--- config.mk ---
export PLATFORM = sky130hd
export DESIGN_NAME = json_number_lexer_top
export DESIGN_NICKNAME = d
export VERILOG_FILES = /design/src/rtl/jnl_pkg.sv /design/src/rtl/json_number_lexer_top.sv /design/src/rtl/jnl_step.sv
export SDC_FILE = /design/constraint.sdc
export NUM_CORES = 1
export LEC_CHECK = 0
export BUFFER_PORTS_ARGS = -buffer_cell sky130_fd_sc_hd__buf_2
export CAP_MARGIN = 25
export CORE_ASPECT_RATIO = 0.9
export CORE_MARGIN = 2
export CORE_UTILIZATION = 55
export DETAILED_ROUTE_END_ITERATION = 8
export HOLD_SLACK_MARGIN = 0.15
export PLACE_DENSITY = 0.85
export SLEW_MARGIN = 30
export SYNTH_ARGS = -nofsm -noshare
export SYNTH_HDL_FRONTEND = slang
export SYNTH_SLANG_ARGS = --single-unit
--- constraint.sdc ---
create_clock -name clk -period 6.55 [get_ports clk]
set_clock_uncertainty 0.05 [all_clocks]
set_input_delay 0.3275 -clock clk [delete_from_list [all_inputs] [get_ports clk]]
set_output_delay 0.3275 -clock clk [all_outputs]
set_load 0.02 [all_outputs]
--- src/rtl/jnl_pkg.sv ---
// Types, constants and character classes of the JSON number lexer.
`timescale 1ns / 1ps

package jnl_pkg;

	localparam int VALUE_BITS  = 32;
	localparam int LENGTH_BITS = 16;
	localparam int STATUS_BITS = 3;
	localparam int PROD_BITS   = VALUE_BITS + 4;

	// Character codes
	localparam logic [7:0] CH_ZERO   = 8'h30;
	localparam logic [7:0] CH_ONE    = 8'h31;
	localparam logic [7:0] CH_NINE   = 8'h39;
	localparam logic [7:0] CH_MINUS  = 8'h2D;
	localparam logic [7:0] CH_PLUS   = 8'h2B;
	localparam logic [7:0] CH_DOT    = 8'h2E;
	localparam logic [7:0] CH_EXP_UC = 8'h45;
	localparam logic [7:0] CH_EXP_LC = 8'h65;
	localparam logic [7:0] CH_COMMA  = 8'h2C;
	localparam logic [7:0] CH_RBRACK = 8'h5D;
	localparam logic [7:0] CH_RBRACE = 8'h7D;
	localparam logic [7:0] CH_TAB    = 8'h09;
	localparam logic [7:0] CH_LF     = 8'h0A;
	localparam logic [7:0] CH_CR     = 8'h0D;
	localparam logic [7:0] CH_SPACE  = 8'h20;

	typedef enum logic [3:0] {
		GS_START       = 4'd0,
		GS_MINUS       = 4'd1,
		GS_ZERO        = 4'd2,
		GS_INT_FIRST   = 4'd3,
		GS_INT_MORE    = 4'd4,
		GS_FRAC_START  = 4'd5,
		GS_FRAC_DIGITS = 4'd6,
		GS_EXP_START   = 4'd7,
		GS_EXP_SIGN    = 4'd8,
		GS_EXP_DIGITS  = 4'd9
	} gstate_t;

	typedef enum logic [STATUS_BITS-1:0] {
		ST_BUSY = 3'd0,
		ST_INT  = 3'd1,
		ST_FRAC = 3'd2,
		ST_EXP  = 3'd3,
		ST_ERR  = 3'd4
	} status_t;

	typedef struct packed {
		logic [7:0] character;
		logic       at_end;
	} in_word_t;

	typedef struct packed {
		logic [STATUS_BITS-1:0]        status;
		logic signed [VALUE_BITS-1:0]  int_value;
		logic                          overflow;
		logic [LENGTH_BITS-1:0]        consumed_length;
	} out_word_t;

	typedef struct packed {
		gstate_t                gs;
		logic [VALUE_BITS-1:0]  magnitude;
		logic                   is_negative;
		logic                   saturated;
		logic                   seen_fraction;
		logic                   seen_exponent;
		logic [LENGTH_BITS-1:0] char_count;
	} lex_state_t;

	localparam lex_state_t STATE_RESET = '{
		gs:            GS_START,
		magnitude:     '0,
		is_negative:   1'b0,
		saturated:     1'b0,
		seen_fraction: 1'b0,
		seen_exponent: 1'b0,
		char_count:    '0
	};

	function automatic logic is_digit(input logic [7:0] c);
		return (c >= CH_ZERO) && (c <= CH_NINE);
	endfunction

	function automatic logic is_nz_digit(input logic [7:0] c);
		return (c >= CH_ONE) && (c <= CH_NINE);
	endfunction

	function automatic logic is_exp_mark(input logic [7:0] c);
		return (c == CH_EXP_UC) || (c == CH_EXP_LC);
	endfunction

	function automatic logic is_delim(input logic [7:0] c);
		return (c == CH_SPACE) || (c == CH_LF) || (c == CH_CR) || (c == CH_TAB) ||
			(c == CH_COMMA) || (c == CH_RBRACK) || (c == CH_RBRACE);
	endfunction

endpackage

--- src/rtl/json_number_lexer_top.sv ---
// JSON number lexer: one character word in, one result word out.
// The result word of an accepted character word is registered and valid in the next cycle.
// Throughput: one character word per cycle while result_ready is high, set by the single result register,
// which reloads in the cycle it is taken.
// Reset: grammar state returns to expecting the first character, the result
// register is emptied; state also re-arms after every finished or failed number.
`timescale 1ns / 1ps

module json_number_lexer_top (
	input  logic               clk,
	input  logic               arst_n,
	input  logic               char_valid,
	output logic               char_ready,
	input  jnl_pkg::in_word_t  char_word,
	output logic               result_valid,
	input  logic               result_ready,
	output jnl_pkg::out_word_t result_word
);
	import jnl_pkg::*;

	lex_state_t            state_q;
	lex_state_t            state_nxt;
	status_t               status;
	logic                  result_valid_q;
	out_word_t             result_q;
	logic                  accept;
	logic [VALUE_BITS-1:0] signed_mag;

	jnl_step u_step (
		.cur    (state_q),
		.word   (char_word),
		.nxt    (state_nxt),
		.status (status)
	);

	// Take a new word whenever the result register is empty or being drained
	assign char_ready   = !result_valid_q || result_ready;
	assign accept       = char_valid && char_ready;
	assign result_valid = result_valid_q;
	assign result_word  = result_q;

	assign signed_mag = state_nxt.is_negative ? (VALUE_BITS'(0) - state_nxt.magnitude)
		: state_nxt.magnitude;

	// Advance lexer state; re-arm once a number finishes or fails
	always_ff @(posedge clk or negedge arst_n) begin
		if (!arst_n) begin
			state_q <= STATE_RESET;
		end else if (accept) begin
			state_q <= (status == ST_BUSY) ? state_nxt : STATE_RESET;
		end
	end

	// Hold result valid until the word is taken
	always_ff @(posedge clk or negedge arst_n) begin
		if (!arst_n) begin
			result_valid_q <= 1'b0;
		end else if (accept) begin
			result_valid_q <= 1'b1;
		end else if (result_ready) begin
			result_valid_q <= 1'b0;
		end
	end

	// Load the result payload
	always_ff @(posedge clk) begin
		if (accept) begin
			result_q.status          <= status;
			result_q.int_value       <= signed_mag;
			result_q.overflow        <= state_nxt.saturated;
			result_q.consumed_length <= state_nxt.char_count;
		end
	end

endmodule

--- src/rtl/jnl_step.sv ---
// Grammar step: next lexer state and status for one character word.
`timescale 1ns / 1ps

module jnl_step (
	input  jnl_pkg::lex_state_t cur,
	input  jnl_pkg::in_word_t   word,
	output jnl_pkg::lex_state_t nxt,
	output jnl_pkg::status_t    status
);
	import jnl_pkg::*;

	logic [7:0]            c;
	logic                  take;
	logic                  add_dig;
	logic                  set_neg;
	logic                  set_frac;
	logic                  set_exp;
	gstate_t               gs_next;
	logic                  accepting;
	status_t               kind;
	logic [3:0]            digit;
	logic [PROD_BITS-1:0]  mag_ext;
	logic [PROD_BITS-1:0]  limit;
	logic [PROD_BITS-1:0]  prod;
	logic                  over;

	assign c = word.character;

	// Next grammar state and the actions of this character
	always_comb begin
		take     = 1'b0;
		add_dig  = 1'b0;
		set_neg  = 1'b0;
		set_frac = 1'b0;
		set_exp  = 1'b0;
		gs_next  = cur.gs;
		if (!word.at_end) begin
			unique case (cur.gs)
				GS_START, GS_MINUS: begin
					if (is_nz_digit(c)) begin
						add_dig = 1'b1;
						gs_next = GS_INT_FIRST;
						take    = 1'b1;
					end else if (c == CH_ZERO) begin
						gs_next = GS_ZERO;
						take    = 1'b1;
					end else if (c == CH_MINUS && cur.gs == GS_START) begin
						set_neg = 1'b1;
						gs_next = GS_MINUS;
						take    = 1'b1;
					end
				end
				GS_ZERO, GS_INT_FIRST, GS_INT_MORE: begin
					if (is_digit(c) && cur.gs != GS_ZERO) begin
						add_dig = 1'b1;
						gs_next = GS_INT_MORE;
						take    = 1'b1;
					end else if (c == CH_DOT) begin
						set_frac = 1'b1;
						gs_next  = GS_FRAC_START;
						take     = 1'b1;
					end else if (is_exp_mark(c)) begin
						set_exp = 1'b1;
						gs_next = GS_EXP_START;
						take    = 1'b1;
					end
				end
				GS_FRAC_START: begin
					if (is_digit(c)) begin
						gs_next = GS_FRAC_DIGITS;
						take    = 1'b1;
					end
				end
				GS_FRAC_DIGITS: begin
					if (is_digit(c)) begin
						take = 1'b1;
					end else if (is_exp_mark(c)) begin
						set_exp = 1'b1;
						gs_next = GS_EXP_START;
						take    = 1'b1;
					end
				end
				GS_EXP_START: begin
					if (is_digit(c)) begin
						gs_next = GS_EXP_DIGITS;
						take    = 1'b1;
					end else if (c == CH_PLUS || c == CH_MINUS) begin
						gs_next = GS_EXP_SIGN;
						take    = 1'b1;
					end
				end
				GS_EXP_SIGN, GS_EXP_DIGITS: begin
					if (is_digit(c)) begin
						gs_next = GS_EXP_DIGITS;
						take    = 1'b1;
					end
				end
				default: begin
					gs_next = cur.gs;
				end
			endcase
		end
	end

	// Status: end of buffer, delimiter in an accepting state, or a taken character
	always_comb begin
		accepting = (cur.gs == GS_ZERO) || (cur.gs == GS_INT_FIRST) ||
			(cur.gs == GS_INT_MORE) || (cur.gs == GS_FRAC_DIGITS) ||
			(cur.gs == GS_EXP_DIGITS);
		kind = cur.seen_exponent ? ST_EXP : (cur.seen_fraction ? ST_FRAC : ST_INT);
		priority if (word.at_end) begin
			status = accepting ? kind : ST_ERR;
		end else if (take) begin
			status = ST_BUSY;
		end else if (accepting && is_delim(c)) begin
			status = kind;
		end else begin
			status = ST_ERR;
		end
	end

	// Accumulate one decimal digit: ten times magnitude by shift-add, clamp to the limit
	always_comb begin
		digit   = 4'(c - CH_ZERO);
		mag_ext = PROD_BITS'(cur.magnitude);
		limit   = cur.is_negative ? (PROD_BITS'(1) << (VALUE_BITS - 1))
			: ((PROD_BITS'(1) << (VALUE_BITS - 1)) - PROD_BITS'(1));
		prod    = (mag_ext << 3) + (mag_ext << 1) + PROD_BITS'(digit);
		over    = prod > limit;
	end

	// Assemble the updated state
	always_comb begin
		nxt               = cur;
		nxt.gs            = gs_next;
		nxt.is_negative   = cur.is_negative | set_neg;
		nxt.seen_fraction = cur.seen_fraction | set_frac;
		nxt.seen_exponent = cur.seen_exponent | set_exp;
		if (add_dig) begin
			nxt.magnitude = over ? limit[VALUE_BITS-1:0] : prod[VALUE_BITS-1:0];
			nxt.saturated = cur.saturated | over;
		end
		if (take && cur.char_count != {LENGTH_BITS{1'b1}}) begin
			nxt.char_count = cur.char_count + LENGTH_BITS'(1);
		end
	end

endmodule

# == Word level (Yosys, flattened, before mapping) ==
# Cells that the tools add are included.
# classes
add_sub_neg,5
n_lt_le_gt_ge,4
n_eq_ne,31
muxes,57
bitwise,4
reduce_logical,29
# op_table
cell,n
32-bit two-way mux,4
56-bit two-way mux,1
"8-bit by 6-bit == test with 1-bit output, second input constant",6
4-bit two-way mux,12
35-bit by 33-bit adder with 36-bit output,1
36-bit by 4-bit adder with 36-bit output,1
36-bit greater-than comparator,1
"8-bit by 7-bit == test with 1-bit output, second input constant",4
"1-bit by 32-bit subtractor with 32-bit output, first input constant",1
1-bit two-way mux,29
"8-bit by 4-bit == test with 1-bit output, second input constant",3
4-bit one-hot mux with 6 select lines,1
"16-bit by 1-bit adder with 16-bit output, second input constant",1
"4-bit by 3-bit == test with 1-bit output, second input constant",4
"8-bit by 6-bit greater-or-equal comparator with 1-bit output, second input constant",2
16-bit two-way mux,1
"16-bit != test, second input constant",1
3-bit two-way mux,5
1-bit logical OR,13
"4-bit by 2-bit == test with 1-bit output, second input constant",2
"4-bit == test, second input constant",2
"8-bit by 6-bit <= comparator with 1-bit output, second input constant",1
"4-bit by 2-bit != test with 1-bit output, second input constant",2
8-bit AND reduction,1
other kinds (18),31
# totals
ff_bits,109
input_bits,13
out_inout_bits,54
wordCells,142

# == Depth between registers and ports, before layout ==
# Gate-level depths: netlist of the first run.
# logic_depth
depth_word,14
depth_mapped,31
ltp_nobuf,30

# == Cells and area by module ==
# A second synthesis of the first run with hierarchy kept.
# hier_totals
hier_cells,941
hier_area_um2,8677.1
# modules_own_cells
module,instances,cells_each,area_per_inst_um2,seq_area_each_um2
jnl_step,1,665,4460.5,0.0
json_number_lexer_top,1,276,4216.5,2987.9

# == Least setup slack after synthesis of the first run ==
# OpenSTA, ideal clock, no wires.
# synth_timing
kind,register -> register
startpoint,register state_q[20] (netlist name)
endpoint,"register result_q, in the netlist result_word[35] (data pin)"
setup_ns,0.266
arrival_ns,6.547
t_required_ns,6.234
setup_slack_ns,-0.313
stages_incl_launch_ff,31
n_path_buf,2
synth_period_minus_slack_ns,6.863
cell_sequence,dfrtp_1 > fa_1 > ha_1 > a211oi_2 > or3_1 > a211o_1 > nand3_1 > a21boi_0 > o21ai_0 > xnor2_1 > inv_1 > ha_1 > nand4_1 > or4_1 > o31ai_1 > a21o_1 > a31oi_1 > a211o_1 > nor2_1 > buf_2 > buf_2 > a21oi_1 > nor2_1 > a21oi_1 > ha_1 > and2_1 > a41oi_1 > nor3_1 > nand4_1 > o21ai_0 > xor2_1
# synth_between
elab_chain_cells,7
# synth_lines
element,line,rtl
start: declaration,json_number_lexer_top.sv:21,lex_state_t state_q;
start signal: assignment,json_number_lexer_top.sv:50,state_q <= (status == ST_BUSY) ? state_nxt : STATE_RESET;
35-bit by 33-bit adder with 36-bit output,jnl_step.sv:128,prod = (mag_ext << 3) + (mag_ext << 1) + PROD_BITS'(digit);
36-bit by 4-bit adder with 36-bit output,jnl_step.sv:128,
36-bit greater-than comparator,jnl_step.sv:129,over = prod > limit;
32-bit two-way mux,jnl_step.sv:140,nxt.magnitude = over ? limit[VALUE_BITS-1:0] : prod[VALUE_BITS-1:0];
32-bit two-way mux (*),jnl_step.sv:139,if (add_dig) begin
1-bit by 32-bit subtractor with 32-bit output,json_number_lexer_top.sv:42,assign signed_mag = state_nxt.is_negative ? (VALUE_BITS'(0) - state_nxt.magnitude)
32-bit two-way mux (*),json_number_lexer_top.sv:42,
via signed_mag[18],json_number_lexer_top.sv:27,logic [VALUE_BITS-1:0] signed_mag;
end: declaration,json_number_lexer_top.sv:25,out_word_t result_q;
# Mark *: on every way through the listed nets, which the timed path passes. The rest lies on a longest branch.
# A chain may end at the register's enable or synchronous reset.

# == Worst setup path in the final report of the first run ==
# layout_timing
startpoint,register state_q[20] (netlist name)
endpoint,"register result_q, in the netlist result_word[43] (data pin)"
# The elaborated chain is that of the path after synthesis.

==> results of run 1 <==
-- flip-flops by register name (all words and copies together), names as in the netlist --
name,count
result_valid,1
result_word,52
state_q,56
-- power breakdown --
group / internal [W] / switching [W] / leakage [nW]
registers: 0.000733 / 0.00000651 / 1.31
clock network: 0.000269 / 0.000281 / 0.144
logic: 0.0000494 / 0.000104 / 3.91
-- worst max path at each step --
stage / startpoint / slack [ns] / cells past startpoint / to
after floorplan: state_q[20] / 0.002 / 30 / result_word[43]
after CTS: state_q[21] / 0.009 / 31 / result_word[37]
after detailed placement: char_word[4] / -0.40 / 29 / result_word[43]
after global placement: char_word[4] / -0.17 / 29 / result_word[43]
after global routing: state_q[20] / -0.42 / 30 / result_word[43]
final: state_q[20] / -0.25 / 29 / result_word[43]
-- metal layers --
layer  up-vias  track usage, %  wire length [um]
met4         0           11.06              1069
met3       103           4.483              2863
met2       610           50.10             13470
met5         -               0                 0
met1      4565           45.71             12400
li1       4451               -                 -
-- critical path: cells and delay by family, from the launching register on --
kind                     cells  cell delay (ns)
XOR/XNOR                     1             0.19
adder cells (fa/ha/maj)      4             1.40
flip-flops                   1             0.41
AO/OA/AOI/OAI               13             2.04
AND/OR/NAND/NOR              8             2.09
buffers and inverters        3             0.46
-- cells in the final DEF (no fill, tap or decap), types with 8 or more instances in the layout --
cell type / count
buf_4: 148
a21o_1: 16
a22o_1: 19
o21ai_1: 16
inv_1: 23
a21oi_1: 85
a31oi_1: 11
and3_1: 11
a211oi_1: 10
o31ai_1: 11
o211ai_1: 8
clkbuf_16: 9
nand2_1: 112
nor2_1: 81
xnor2_1: 35
xor2_1: 29
or3_1: 8
buf_2: 66
and4_1: 8
o21ai_0: 88
dfrtp_1: 57
o21a_1: 10
a21oi_2: 8
edfxtp_1: 52
ha_1: 93
nand3_1: 24
nand4_1: 23
nor3_1: 29
-- area by class of cell --
class / instances / area (um2)
fillers: 1277 / 5239
repair buffers: 220 / 1510
well taps: 211 / 264.0
inverters: 25 / 93.84
multi-input cells: 898 / 6451
flip-flops and latches: 109 / 2988
clock inverters: 7 / 63.81
clock buffers: 9 / 225.2
-- per-stage QoR --
stage | TNS (ns) | instance area (um2) | hold slack [ns] | setup slack (ns) | cells
after floorplan | 0 | 9482 | -0.01809 | 0.002207 | 1087
after global placement | -0.4691 | 10810 | 0.4536 | -0.1673 | 1440
after detailed placement | -3.011 | 10820 | 0.4694 | -0.3990 | 1440
after CTS | 0 | 11200 | 0.2224 | 0.009295 | 1460
after global routing | -3.535 | 11600 | 0.2444 | -0.4162 | 1479
final | -1.103 | 11600 | 0.2258 | -0.2512 | 1479
-- timing repair --
item	CTS	global route
resized for setup	13	47
pin swaps	16	36
hold buffers	2	0
hold endpoints to repair	58	0
setup buffers	3	18
endpoints found under the setup margin	18	24
-- logic make-up (layout without fill, tap and decap cells) --
group | Yosys count | in the layout | share of synthesized area [%]
simple gates | 367 | 367 | 19.63
mux | 2 | 2 | 0.2256
compound gates | 361 | 361 | 25.19
flops | 109 | 109 | 31.69
xor+xnor | 69 | 69 | 6.410
buf+inv | 80 | 261 | 3.557
fa+ha+maj | 99 | 99 | 13.30
==> results.tsv, run 1 <==
metric	value	unit
Worst Slack Setup Final	-0.2512	ns
Worst Path Arrival	6.96	ns
min cycle time layout	6.801	ns
vias post-DR	9729	
TritonCTS clock tree	yes	
Mapped Cells	1087	
Num CTS Buffers	9	
Fmax	147.0	MHz
worst r2r path cells	29	
most common cell in the synthesized netlist	nand2_1	
sequential fraction of the synthesis area	31.69	%
reg2reg start	state_q[20]	
Leak Pwr	5.362	nW
Setup Viol. Count Final	10	
Iteration-0 DRC Markers	1207	
Avg Inst Size Synth	8.673	um2
slew margin rel.	41.11	%
Worst Max-Slew Pin Slew	0.8723	ns
number of synthesized register bits	109	
1st-pass router iterations	5	
share of layout cells above drive strength 1	24.84	%
largest net degree at the start of global routing	68	
Pwr Density	124.5	nW/um2
Post-synth EDFFs	52	
Clock Tree Buf Depth	2	
R2R setup slack	-0.25	ns
Initial Utilization	56.00	%
main area contributors after synthesis	edfxtp_1 (17%), dfrtp_1 (15%), ha_1 (13%), o21ai_0 (5.0%), a21oi_1 (4.9%)	
global-route wire length before repair	46.43	mm
vias per cell	6.578	
DRT Wirelength	29.80	mm
startpoint class of the critical path	flip-flop	
Min-Delay Path Depth	3	
worst hold start	result_ready	
area leader, netlist	edfxtp_1	
failing checks	setup timing	
unrepaired setup endpoints after global routing	true	
Netlist cell types	86	
Row Count	45	
Fin. Hold Viols	0	
syn nets	1199	
Area Growth Syn to Fin	23.00	%
Worst Path Required	6.71	ns
slowest stage delay, CP	0.62	ns
top_reg_cell synth	dfrtp_1	
max_cap viols	0	
Final ANT Viol Nets	0	
clk root buf	clkbuf_16	
core area	16830	um2
detailed placer's ending HPWL	21.34	mm
Top Ports	67	
vias in the first global route	8898	
Die Ht	128.2	um
# DRC	0	
Congestion Overflow GR	0	
fin crit share	103.8	%
gpl congestion	0.9893	
Worst Path Max Fanout	5	
gr usage total	32.04	%
PortBufs	66	
Yosys top cell area share	16.56	%
WL/cell	20.15	um
Critical Path Slowest Stage Cell	fa_2	
mapped cell area	9428	um2
Warnings, synthesis	0	
clk_lat worst skew	0.37	ns
initial antenna violation count	0	
Net count, final	1375	
R2R Path End	result_word[43]	
CP endpoint kind	flip-flop	
ys async rst share	52.29	%
Die ar.	18210	um2
top cells by count, synth	nand2_1 (112), ha_1 (97), o21ai_0 (95)	
antenna cells	0	
CTS Sinks	109	
die width	142.0	um
Hold Path End	result_valid	
HP Class	in2reg	
utilization after layout	68.88	%
H-tree depth	3	
Clock transition at path regs	0.08	ns
critical path type	reg2reg	
peak supply drop	0.1113	mV
status	finished with violations	
Power, Total	0.001443	W
Slew Viols, Final	0	
Power figures use the tool's default switching activity.
==> run 2, diff against run 1 <==
--- a/config.mk
+++ b/config.mk
@@ -7,7 +7,7 @@
 export LEC_CHECK = 0
 export BUFFER_PORTS_ARGS = -buffer_cell sky130_fd_sc_hd__buf_2
 export CAP_MARGIN = 25
-export CORE_ASPECT_RATIO = 0.9
+export CORE_ASPECT_RATIO = 1.2
 export CORE_MARGIN = 2
 export CORE_UTILIZATION = 55
 export DETAILED_ROUTE_END_ITERATION = 8
==> results.tsv, run 2 (synthesis results as in run 1) <==
metric	value	unit	change
1st-pass router iterations	6		was 5
Fmax	149.5	MHz	was 147.0 MHz
H-tree depth	3		unchanged
Row Count	52		was 45
fin crit share	102.1	%	was 103.8%
global-route wire length before repair	45.09	mm	was 46.43 mm
Die ar.	18210	um2	about the same
commonest non-fill, non-tap cell in the layout	nand2_1		was buf_4
Clock transition at path regs	0.08	ns	about the same
Worst Path Required	6.60	ns	was 6.71 ns
CTS Sinks	109		unchanged
Top Ports	67		unchanged
Num CTS Buffers	9		unchanged
unrepaired setup endpoints after global routing	true		unchanged
startpoint class of the critical path	flip-flop		unchanged
status	finished with violations		unchanged
Final ANT Viol Nets	0		unchanged
largest reg by FF count	state_q		unchanged
detailed placer's ending HPWL	20.81	mm	was 21.34 mm
failing checks	setup timing		unchanged
Final Non-Filler Cells	1427		was 1479
TritonCTS clock tree	yes		unchanged
Initial Utilization	55.95	%	was 56.00%
Net count, final	1318		was 1375
vias per cell	6.790		was 6.578
Area Growth Syn to Fin	18.43	%	was 23.00%
Pwr Density	129.8	nW/um2	was 124.5 nW/um2
placed insts	1394		was 1440
Critical Path Slowest Stage Cell	or4_4		was fa_2
max FFs per register	56		unchanged
Iteration-0 DRC Markers	1150		was 1207
Worst Slack Setup Final	-0.1402	ns	was -0.2512 ns
antenna cells	0		unchanged
min cycle time layout	6.690	ns	was 6.801 ns
peak supply drop	0.1327	mV	was 0.1113 mV
Fin. Hold Viols	0		unchanged
Worst Path Arrival	6.74	ns	was 6.96 ns
DRT Wirelength	29.29	mm	was 29.80 mm
Setup Viol. Count Final	8		was 10
clk root buf	clkbuf_16		unchanged
Worst Max-Slew Pin Slew	0.9690	ns	was 0.8723 ns
slew margin rel.	34.72	%	was 41.11%
largest net degree at the start of global routing	67		was 68
Clock Tree Buf Depth	2		unchanged
gpl congestion	1.037		was 0.9893
Congestion Overflow GR	0		unchanged
clk_lat worst skew	0.36	ns	was 0.37 ns
initial antenna violation count	0		unchanged
max_cap viols	0		unchanged
slowest stage delay, CP	0.53	ns	was 0.62 ns
Die Ht	147.4	um	was 128.2 um
vias post-DR	9689		was 9729
CP endpoint kind	flip-flop		unchanged
vias in the first global route	9098		was 8898
TNS Setup	-0.9376	ns	was -1.103 ns
share of layout cells above drive strength 1	21.47	%	was 24.84%
WL/cell	20.52	um	was 20.15 um
Worst Path Max Fanout	5		unchanged
core area	16850	um2	was 16830 um2
PortBufs	66		unchanged
critical path type	reg2reg		unchanged
most frequent cells in the layout	nand2_1 (112), buf_4 (92), ha_1 (91)		was buf_4 (148), nand2_1 (112), ha_1 (93)
die width	123.5	um	was 142.0 um
# DRC	0		unchanged
Slew Viols, Final	0		unchanged
HP Class	in2reg		unchanged
Leak Pwr	5.035	nW	was 5.362 nW
gr usage total	30.99	%	was 32.04%
[run 2: cell types whose count changed in the layout (fill, tap and decap cells not counted), sizes merged]
cell | previous run | this run
inv | 29 | 28
clkinv | 3 | 2
clkinvlp | 0 | 1
buf | 218 | 161
clkbuf | 9 | 10
[run 2: what timing repair did]
action                                 4_1_cts  5_1_grt
gates cloned                                 0        0
hold buffers                                 2        0
setup endpoints to repair                    6       23
buffers inserted                             2       16
endpoints found under the hold margin       58        0
resized for setup                            5       54
pin swaps                                    5       38
[run 2: report_power, final]
| part | internal (W) | switching (W) |
|---|---|---|
| combinational | 0.0000486 | 0.000103 |
| clock | 0.000279 | 0.000279 |
| sequential | 0.000733 | 0.00000624 |
[run 2: per-stage QoR]
stage                     hold WS [ns]  worst slack [ns]  cell area (um2)  power [W]  util [%]
after CTS                       0.2475          0.009275            10800   0.001433     64.08
after detailed placement        0.4692           -0.1831            10440  0.0008908     61.94
final                           0.2558           -0.1402            11170   0.001449     66.26
after global placement          0.4563          -0.02466            10440  0.0008865     61.94
after global routing            0.2829           -0.4804            11170   0.001481     66.26
after floorplan               -0.01809          0.002207             9482  0.0008377         -
[run 2: final timing paths]
path                                         to  slack, ns  cells past startpoint    startpoint
worst max-delay path            result_word[35]      -0.14                     30   state_q[22]
worst min-delay path               result_valid       0.26                      3  result_ready
worst max register to register  result_word[35]      -0.14                     30   state_q[22]
worst min register to register      state_q[18]       0.50                      2   state_q[18]
max in group asynchronous           state_q[24]       5.29                      3        arst_n
min in group asynchronous           state_q[10]       0.61                      3        arst_n
[run 2: final cells by class]
type	instances	area (um2)
multi-input combinational	898	6439
fill	1244	5685
sequential	109	2988
timing repair buffer	163	1075
tap	216	270.3
clock buffer	10	239.0
inverter	25	93.84
clock inverter	6	61.31
[run 2: per-layer routing]
metal  track usage, %  vias to the layer above  part of all wire [%]
met1            38.93                     4549                    37
met3            3.665                      152                   9.2
li1                 -                     4340                     -
met2            51.70                      648                    49
met4            16.36                        0                   5.4
met5                0                        -                     0
[run 2: critical path: cells and delay by family (launching register included)]
kind,cells,cell delay (ns)
DFF,1,0.39
adders and majority gates,4,1.17
AOI/OAI and AO/OA,12,1.91
xor gates and xnor gates,2,0.40
and+or+nand+nor,8,1.90
buffers and inverters,4,0.63
==> run 3, diff against run 2 <==
--- a/config.mk
+++ b/config.mk
@@ -5,14 +5,17 @@
 export SDC_FILE = /design/constraint.sdc
 export NUM_CORES = 1
 export LEC_CHECK = 0
-export BUFFER_PORTS_ARGS = -buffer_cell sky130_fd_sc_hd__buf_2
 export CAP_MARGIN = 25
+export CELL_PAD_IN_SITES_DETAIL_PLACEMENT = 0
+export CELL_PAD_IN_SITES_GLOBAL_PLACEMENT = 2
 export CORE_ASPECT_RATIO = 1.2
 export CORE_MARGIN = 2
-export CORE_UTILIZATION = 55
+export CORE_UTILIZATION = 37
 export DETAILED_ROUTE_END_ITERATION = 8
+export DONT_BUFFER_PORTS = 1
 export HOLD_SLACK_MARGIN = 0.15
-export PLACE_DENSITY = 0.85
+export PLACE_DENSITY = 0.86
+export RECOVER_POWER = 50
 export SLEW_MARGIN = 30
 export SYNTH_ARGS = -nofsm -noshare
 export SYNTH_HDL_FRONTEND = slang
==> results.tsv, run 3 (synthesis results as in run 1) <==
metric	value	unit	change
clk_lat worst skew	0.36	ns	about the same
CTS Sinks	109		unchanged
placed insts	1480		was 1394
Sw Share	26.96	%	was 26.76%
WL/cell	19.85	um	was 20.52 um
Top Ports	67		unchanged
HP Class	in2reg		unchanged
clk root buf	clkbuf_16		unchanged
startpoint class of the critical path	flip-flop		unchanged
Fin. Hold Viols	0		unchanged
PortBufs	0		was 66
fin crit share	99.83	%	was 102.1%
Worst Path Required	6.71	ns	was 6.60 ns
slowest stage delay, CP	0.59	ns	was 0.53 ns
critical path type	reg2reg		unchanged
Clock Power Share	38.9	%	was 38.5%
1st-pass router iterations	5		was 6
DRT Wirelength	29.99	mm	was 29.29 mm
Worst Path Max Fanout	5		unchanged
Setup Viol. Count Final	0		was 8
Critical Path Slowest Stage Cell	fa_2		was or4_4
status	finished with violations		unchanged
Net count, final	1288		was 1318
Clock Tree Buf Depth	2		unchanged
vias in the first global route	8583		was 9098
combinational share of power	7.7	%	was 10.4%
Final ANT Viol Nets	0		unchanged
gpl congestion	0.8849		was 1.037
Power Internal	0.001044	W	was 0.001061 W
Power, Total	0.001430	W	was 0.001449 W
Leak Pwr	4.940	nW	was 5.035 nW
max FFs per register	56		unchanged
initial antenna violation count	0		unchanged
worst hold-check slack	0.1819	ns	was 0.2558 ns
vias per cell	5.888		was 6.790
largest net degree at the start of global routing	67		unchanged
commonest non-fill, non-tap cell in the layout	buf_4		was nand2_1
Congestion Overflow GR	0		unchanged
peak supply drop	0.09785	mV	was 0.1327 mV
Row Count	64		was 52
CP endpoint kind	flip-flop		unchanged
Area Growth Syn to Fin	19.76	%	was 18.43%
Num CTS Buffers	9		unchanged
CP Launch Point	state_q[20]		was state_q[22]
die width	149.7	um	was 123.5 um
Worst Max-Slew Pin Slew	3.477	ns	was 0.9690 ns
post-place setup slack	-0.1450	ns	was -0.1831 ns
largest reg by FF count	state_q		unchanged
Fmax	152.9	MHz	was 149.5 MHz
most frequent cells in the layout	buf_4 (126), nand2_1 (112), o21ai_0 (89)		was nand2_1 (112), buf_4 (92), ha_1 (91)
WP buf/inv	2		was 4
vias post-DR	8897		was 9689
Final Non-Filler Cells	1511		was 1427
TritonCTS clock tree	yes		unchanged
share of layout cells above drive strength 1	19.81	%	was 21.47%
# DRC	0		unchanged
Worst Path Arrival	6.69	ns	was 6.74 ns
Clock transition at path regs	0.09	ns	was 0.08 ns
H-tree depth	3		unchanged
Initial Utilization	37.26	%	was 55.95%
Die Ht	178.9	um	was 147.4 um
Slew Viols, Final	171		was 0
global-route wire length before repair	46.66	mm	was 45.09 mm
Reg power frac	53.4	%	was 51.0%
detailed placer's ending HPWL	22.64	mm	was 20.81 mm
failing checks	capacitance limit, slew limit		was setup timing
unrepaired setup endpoints after global routing	true		unchanged
Pwr Density	126.6	nW/um2	was 129.8 nW/um2
min cycle time layout	6.539	ns	was 6.690 ns
max_cap viols	3		was 0
core area	25300	um2	was 16850 um2
Iteration-0 DRC Markers	595		was 1150
Die ar.	26780	um2	was 18210 um2
worst hold start	char_word[0]		was result_ready
utilization after layout	44.62	%	was 66.26%
fill count	2512		was 1244
slew margin rel.	-131.8	%	was 34.72%
antenna cells	0		unchanged
gr usage total	22.20	%	was 30.99%
delay-heaviest family, CP	compound AO/OA/AOI/OAI gates		unchanged
R2R setup slack	0.01	ns	was -0.14 ns
Net Sw Power	0.0003854	W	was 0.0003877 W
reg2reg start	state_q[20]		was state_q[22]
Worst Slack Setup Final	0.01115	ns	was -0.1402 ns
==> run 3: worst reg2reg max path: cells and delay by family (launching register included) <==
family,cells,cell delay [ns]
AO/OA/AOI/OAI,13,2.15
XOR/XNOR,1,0.18
adder cells (fa/ha/maj),4,1.34
buffers and inverters,2,0.33
flip-flops,1,0.42
AND/OR/NAND/NOR,8,1.90
==> run 3: worst paths after layout <==
| path | endpoint | depth (start not counted) |
|---|---|---|
| worst max-delay path | result_word[43] | 28 |
| worst min-delay path | state_q[17] | 3 |
| worst max register to register | result_word[43] | 28 |
| worst min register to register | state_q[4] | 1 |
| max in group asynchronous | state_q[32] | 2 |
| min in group asynchronous | state_q[28] | 2 |
==> run 3: repair_timing <==
action | 4_1_cts | 5_1_grt
hold buffers | 3 | 0
gates resized for setup | 4 | 58
pin swaps | 2 | 37
endpoints found under the hold margin | 58 | 0
setup buffers | 1 | 13
setup endpoints to repair | 7 | 24
==> run 3: stage by stage <==
step                      instance area, um2     TNS, ns
after floorplan                         9482           0
after global placement                 10540   -0.006880
after detailed placement               10540     -0.3610
after CTS                              10930  -0.0005675
after global routing                   11290      -1.285
final                                  11290           0
==> run 3: power by group through the flow <==
stage	registers, W	clock network [W]	logic (W)
floorplan	0.000773	0	0.0000648
global placement	0.000776	0	0.0000933
detailed placement	0.000776	0	0.0000943
CTS	0.000761	0.000568	0.000106
global route	0.000765	0.000596	0.000121
finish	0.000763	0.000557	0.000110
==> run 3: per-layer routing <==
metal | GRT usage, % | share of wire [%] | vias up
li1 | - | - | 4265
met1 | 28.44 | 43 | 4324
met2 | 38.34 | 50 | 247
met3 | 2.036 | 3.9 | 61
met4 | 9.198 | 3.4 | 0
met5 | 0 | 0 | -
==> run 3: cell type report <==
class	count	area, um2	share of cell area [%]
Tap cell	330	412.9	3.657
Clock inverter	7	75.07	0.6649
Multi-Input combinational cell	898	6492	57.50
Timing Repair Buffer	133	999.7	8.854
Inverter	25	93.84	0.8311
Sequential cell	109	2992	26.50
Clock buffer	9	225.2	1.995
